### src/design/svpwm_pkg.sv
// Shared types, constants and table functions for the SVPWM duty generator.
// Used by the front, queue, back and top level modules; has no dependencies.
`timescale 1ns / 1ps

package svpwm_pkg;

  // Active-vector time width after the sector stage, and divider widths.
  localparam int T_W = 32;
  localparam int Q_W = 16;
  localparam int R_W = T_W + Q_W;
  localparam int QUEUE_DEPTH = 4;
  localparam int QUEUE_AW = $clog2(QUEUE_DEPTH);

  // Half of sqrt3 scaled by 2^16; twice this value is the sector test slope.
  localparam logic signed [17:0] SQRT3_HALF = 18'sd56756;
  localparam logic [15:0] FULL_PERIOD = 16'd32768;

  typedef enum logic [1:0] {
    CFG_ZERO_OFFSET   = 2'd0,
    CFG_POLE_PAIRS    = 2'd1,
    CFG_VOLTAGE_SCALE = 2'd2
  } cfg_index_t;

  typedef enum logic [1:0] {
    KIND_ACTIVE  = 2'd0,
    KIND_OFFLINE = 2'd1,
    KIND_ZERO    = 2'd2
  } item_kind_t;

  // One classified item handed from the front to the back.
  typedef struct packed {
    item_kind_t            kind;
    logic [2:0]            sector;
    logic signed [T_W-1:0] t1;
    logic signed [T_W-1:0] t2;
  } queue_item_t;

  // Payload of one back-end pipeline stage.
  typedef struct packed {
    item_kind_t            kind;
    logic [2:0]            sector;
    logic                  overmod;
    logic signed [T_W-1:0] t1;
    logic signed [T_W-1:0] t2;
    logic signed [T_W:0]   t3_half;
    logic [T_W-1:0]        divisor;
    logic [R_W-1:0]        rem1;
    logic [R_W-1:0]        rem2;
    logic [Q_W-1:0]        quo1;
    logic [Q_W-1:0]        quo2;
  } back_stage_t;

  // Sector number from the three sign tests; the zero vector gives 0.
  function automatic logic [2:0] sector_of_code(input logic [2:0] code);
    logic [2:0] s;
    unique case (code)
      3'd1:    s = 3'd2;
      3'd2:    s = 3'd6;
      3'd3:    s = 3'd1;
      3'd4:    s = 3'd4;
      3'd5:    s = 3'd3;
      3'd6:    s = 3'd5;
      default: s = 3'd0;
    endcase
    return s;
  endfunction

  // Phases switched on by basic vector idx; bit 0 is phase A.
  function automatic logic [2:0] vector_on(input logic [2:0] idx);
    logic [2:0] m;
    unique case (idx)
      3'd0:    m = 3'b001;
      3'd1:    m = 3'b011;
      3'd2:    m = 3'b010;
      3'd3:    m = 3'b110;
      3'd4:    m = 3'b100;
      3'd5:    m = 3'b101;
      default: m = 3'b000;
    endcase
    return m;
  endfunction

  // alpha * sin(idx * 60 deg) * 2^16, from the precomputed alpha * 56756.
  function automatic logic signed [47:0] sin_term(input logic [2:0] idx,
                                                  input logic signed [45:0] a56);
    logic signed [47:0] v;
    unique case (idx)
      3'd1, 3'd2: v = 48'(a56);
      3'd4, 3'd5: v = -48'(a56);
      default:    v = '0;
    endcase
    return v;
  endfunction

  // beta * cos(idx * 60 deg) * 2^16, all shifts.
  function automatic logic signed [47:0] cos_term(input logic [2:0] idx,
                                                  input logic signed [27:0] beta);
    logic signed [47:0] b;
    logic signed [47:0] v;
    b = 48'(beta);
    unique case (idx)
      3'd0:    v = b <<< 16;
      3'd1:    v = b <<< 15;
      3'd2:    v = -(b <<< 15);
      3'd3:    v = -(b <<< 16);
      3'd4:    v = -(b <<< 15);
      3'd5:    v = b <<< 15;
      default: v = '0;
    endcase
    return v;
  endfunction

endpackage

### src/design/svpwm_queue.sv
// Short item queue between the front and back pipelines.
// Depends on svpwm_pkg for the item type and depth.
`timescale 1ns / 1ps

module svpwm_queue
  import svpwm_pkg::*;
(
  input  logic        clk,
  input  logic        rst,
  input  logic        push,
  input  queue_item_t push_item,
  output logic        full,
  input  logic        pop,
  output logic        not_empty,
  output queue_item_t pop_item
);

  queue_item_t          entries [QUEUE_DEPTH];
  logic [QUEUE_AW-1:0]  wr_ptr, rd_ptr;
  logic [QUEUE_AW:0]    count;

  assign full      = (count == (QUEUE_AW + 1)'(QUEUE_DEPTH));
  assign not_empty = (count != '0);
  assign pop_item  = entries[rd_ptr];

  // Pointers and fill count.
  always_ff @(posedge clk) begin
    if (rst) begin
      wr_ptr <= '0;
      rd_ptr <= '0;
      count  <= '0;
    end else begin
      if (push) begin
        wr_ptr <= wr_ptr + 1'b1;
      end
      if (pop) begin
        rd_ptr <= rd_ptr + 1'b1;
      end
      count <= count + (QUEUE_AW + 1)'(push) - (QUEUE_AW + 1)'(pop);
    end
  end

  // Item storage.
  always_ff @(posedge clk) begin
    if (push) begin
      entries[wr_ptr] <= push_item;
    end
  end

endmodule

### config.mk
export PLATFORM = sky130hd
export DESIGN_NAME = svpwm_queue
export DESIGN_NICKNAME = d
export VERILOG_FILES = /design/src/design/svpwm_pkg.sv /design/src/design/svpwm_queue.sv
export SDC_FILE = /design/constraint.sdc
export NUM_CORES = 1
export LEC_CHECK = 0
export BUFFER_PORTS_ARGS = -buffer_cell sky130_fd_sc_hd__buf_2
export CORE_MARGIN = 8
export CORE_UTILIZATION = 30
export DETAILED_ROUTE_END_ITERATION = 7
export SLEW_MARGIN = 5
export SYNTH_ARGS = -nofsm -noshare
export SYNTH_HDL_FRONTEND = slang
export SYNTH_SLANG_ARGS = --single-unit
### constraint.sdc
create_clock -name clk -period 2.9 [get_ports clk]
set_input_delay 0.435 -clock clk [delete_from_list [all_inputs] [get_ports clk]]
set_output_delay 0.435 -clock clk [all_outputs]
set_load 0.01 [all_outputs]
# After elaboration in Yosys (flattened, before gate mapping)
# Memory sizes are Yosys's and may differ from the RTL's. A register that Yosys moved wholly into a read port is not among the register bits.
# Index checks and enable logic that the tools add are counted.
[totals] register_bits=7 latch_bits=0 ram_bits=276 rom_bits=0 output_inout_bits=71 elab_cells=14 memories=1
[memory_table] name="entries" depth=4 width=69 rd=1 rd_clocked_by_memory_dff=1 write_ports=1 line_no="svpwm_queue.sv:18" text="queue_item_t entries [QUEUE_DEPTH];"
[classes] addsub=4 mul=0 div=0 n_lt_le_gt_ge=0 eq_ne=1 shift=0 muxes=4 n_bitwise=0 reduce_logical=1
[ops] operator="adder 2 x 1 -> 2 bit (second input constant)" count=2
[ops] operator="2-to-1 mux 2 bit" count=2
[ops] operator="adder 3 x 1 -> 3 bit" count=1
[ops] operator="equality test 3 bit (second input constant)" count=1
[ops] operator="nonzero test 3 bit" count=1
[ops] operator="subtractor 3 x 1 -> 3 bit" count=1
[ops] operator="2-to-1 mux 1 bit" count=2

# Logic depth before layout (Yosys ltp)
[depth] word_depth=3 depth_mapped=7 mapped_depth_nobuf=7

# Worst setup path before layout
# OpenSTA, ideal clock, no wires.
[synth_timing] path_kind="flip-flop to flip-flop" from="register wr_ptr[0]" to="memory entries[0][0] (netlist name) (enable)" setup_ns=0.434 arrival_ns=2.160 required_ns=2.466 path_slack_ns=0.306 path_stages_with_launch=4 n_path_buf=0 path_cell_list="dfxtp_1 > inv_1 > ha_1 > and2_1"
[synth_rtl] element="start: declaration" line_no="svpwm_queue.sv:19" text="logic [QUEUE_AW-1:0] wr_ptr, rd_ptr;"
[synth_rtl] element="start signal: assignment" line_no="svpwm_queue.sv:34" text="wr_ptr <= wr_ptr + 1'b1;"
[synth_rtl] element="end: declaration" line_no="svpwm_queue.sv:18"
# No word-level cell before the write port.

==> Implementation_results.wiki <==
{| class="wikitable"
! Metric !! Value
|-
| Clock network fraction of design power || 37.9%
|-
| Final slew viol count || 0
|-
| Leading cell types in the layout, fill and taps excluded || edfxtp_1, buf_2, mux4_2
|-
| Pre-antenna DRT Iters || 4
|-
| Maxcap violations || 0
|-
| Unrepaired setup endpoints after global routing || no
|-
| Top_reg_cell synth || edfxtp_1
|-
| Slew of the pin with the lowest slew margin || 0.465 ns
|-
| Placeable Area || 34400 um^2
|-
| Sequential-to-total area share from yosys stat || 81.4%
|-
| Detail-routed via count per cell || 4.46
|-
| Hold Slack || 0.0967 ns
|-
| Vias post-DR || 4676
|-
| Seq. cell area || 8480 um^2
|-
| Critical path required time || 2.47 ns
|-
| Global-route wire length before repair || 32.2 mm
|-
| Fill cell instance count of the final layout || 3166
|-
| Routability congestion estimate from global placement || 0.704
|-
| 1st-iter DRT viols || 205
|-
| Share of layout cells above drive strength 1 || 44.9%
|-
| Cells resized by post-CTS repair || 0
|-
| Final net count || 651
|-
| Via count of the first global-routing pass || 5385
|-
| HPWL after detailed placement || 13.1 mm
|-
| Postcts setup bufs || 0
|-
| Avg Synthesized Cell Area || 25.8 um^2
|-
| Source of the worst register-to-register timing path || count[0]
|-
| Remaining max-slew budget at the tightest pin || 69.0%
|-
| CTS Root Cell || clkbuf_16
|-
| Post-route clock period utilization || 93.2%
|-
| Leakage power of the design || 4.19 nW
|-
| Post-synth EDFFs || 276
|-
| Clock latency on the worst-skew pair || 0.54 ns
|-
| Final Hold Vio Count || 0
|-
| Peak ir drop on the vdd network || 481 uV
|-
| Sw frac || 21.7%
|-
| Worst-case register-to-register setup slack || 1.09 ns
|-
| Total number of clock tree sinks || 285
|-
| Clock period minus final worst setup slack || 2.70 ns
|-
| Setup Viol. Count Final || 0
|-
| Class of the tightest hold or removal check || input pin to flip-flop
|-
| Count of warnings emitted by yosys || 0
|-
| Fin util || 36.8%
|-
| Cell Rows || 68
|-
| Clock-pin transition on the worst setup and hold timing paths || 0.06 ns
|-
| Chip height || 202 um
|-
| Horiz. Die Dim || 202 um
|-
| Total CTS buffers || 30
|-
| Signal arrival time at the worst endpoint || 2.27 ns
|-
| Total GRT Usage || 10.3%
|-
| Summed negative setup slack over all endpoints || 0 ns
|-
| Max Buffers Root-to-Sink || 3
|-
| Count of unresolved DRC violations after routing || 0
|-
| Synthesized netlist net count || 483
|-
| DRT Wirelength || 21.5 mm
|-
| Kind of capture point of the worst setup path || primary output
|-
| Post-DR wirelength/cell || 20.5 um
|-
| CTS H-Tree Depth || 1
|-
| Post-route antenna net violation count || 0
|-
| Initial antenna violation count || 1
|-
| Starting utilization of the core area || 30.3%
|-
| Synth Register Bits || 285
|-
| Area Growth Syn to Fin || 21.5%
|-
| TritonCTS clock tree || yes
|-
| Post-CTS Hold Buffers || 0
|-
| Ys async rst share || 0%
|-
| Element type at the critical path start || flip-flop
|-
| Worst-path maximum fanout || 21
|-
| Status || completed
|-
| Unique cell type count in the Yosys netlist || 22
|-
| Number of port buffers || 143
|-
| Cell area after synthesis || 10400 um^2
|-
| Total Die Area || 40900 um^2
|-
| Critical register-to-register path endpoint || count[2]
|-
| Number of top-level design ports || 144
|-
| Most frequent standard cell in the layout excluding fill and tap cells || edfxtp_1
|-
| Area occupied by multi-input gates || 1800 um^2
|-
| Power per cell area || 725 nW/um^2
|-
| Count of mapped cells out of synthesis || 403
|-
| Worst clock skew || 0.00708 ns
|-
| Share of power burned in registers || 52.5%
|-
| P_int || 7.17 mW
|-
| GR Overflow Total || 0
|-
| Max Fclk || 370 MHz
|-
| Post-layout total power || 9.16 mW
|-
| Maximum number of pins on one net before global-route repair || 46
|-
| Combinational Power Share || 9.6%
|-
| Worst reg-to-reg path cell count || 7
|-
| Critical path destination || pop_item[44]
|-
| Switching power summed over all nets || 1.99 mW
|-
| Worst setup path class || flip-flop to primary output
|}
## flip-flops by register name (all words and copies together), names as in the netlist, named ones only
name / cells
entries: 276
rd_ptr: 2
wr_ptr: 2
count: 3
## power groups by stage
stage | Clock, mW | Sequential (mW) | Combinational [mW]
global route | 3.74 | 4.83 | 0.959
finish | 3.47 | 4.81 | 0.877
global placement | 0 | 4.89 | 0.884
detailed placement | 0 | 4.90 | 0.907
floorplan | 0 | 4.86 | 0.545
CTS | 3.60 | 4.82 | 0.912
## final cells by class
| class | instances | area share [%] |
|---|---|---|
| clock inverter | 16 | 0.802 |
| multi-input combinational | 96 | 14.3 |
| sequential | 285 | 67.0 |
| inverter | 6 | 0.178 |
| tap | 455 | 4.50 |
| clock buffer | 37 | 6.31 |
| antenna | 1 | 0.0198 |
| timing repair buffer | 152 | 6.89 |
## synth_stat cells, types with 2 or more instances
library cell	instances	area (um^2)
nor2_1	5	18.8
and2_1	4	25.0
edfxtp_1	276	8290
ha_1	6	75.1
buf_4	6	45.0
dfxtp_1	9	180
inv_1	6	22.5
buf_2	2	10.0
xnor2_1	2	17.5
nor2b_1	2	12.5
buf_12	2	40.0
mux4_2	69	1550
clkbuf_1	5	18.8
## critical path, cell delays in order (launching register included)
cell	delay (ns)
dfxtp_4	0.64
buf_4	0.36
mux4_2	0.55
buf_2	0.16
## stage by stage
step	worst slack [ns]	std cells	area, um^2
floorplan	0.306	403	10400
global placement	0.729	994	11700
detailed placement	0.712	994	11700
CTS	0.0782	1047	12600
global route	0.00391	1047	12600
finish	0.196	1048	12600
## per-layer routing
layer | GRT usage (%) | routed length (um) | up-vias
met5 | 0 | 10 | -
met4 | 2.59 | 426 | 2
met2 | 18.2 | 11100 | 115
met1 | 12.1 | 8680 | 2452
met3 | 2.93 | 1280 | 39
li1 | - | - | 2068
## worst min path at each step
stage / cells past startpoint / end / from / slack (ns)
global placement: 2 / flip-flop / rd_ptr[1] / 0.51
CTS: 1 / entries[2][8] / push_item[8] / 0.05
detailed placement: 2 / flip-flop / rd_ptr[1] / 0.53
finish: 1 / entries[0][8] / push_item[8] / 0.1
global route: 1 / entries[2][8] / push_item[8] / 0.06
floorplan: 2 / flip-flop / rd_ptr[1] / 0.49
## cells by family after synthesis
| logic type | Yosys count | share of synthesized area (%) |
|---|---|---|
| muxes | 70 | 15.0 |
| buffers and inverters | 22 | 1.42 |
| and+or+nand+nor | 14 | 0.733 |
| DFF | 285 | 81.4 |
| xor gates and xnor gates | 3 | 0.397 |
| adders and majority gates | 7 | 0.914 |
| AOI/OAI and AO/OA | 2 | 0.144 |
No activity file was read; power rests on OpenSTA's default activity.
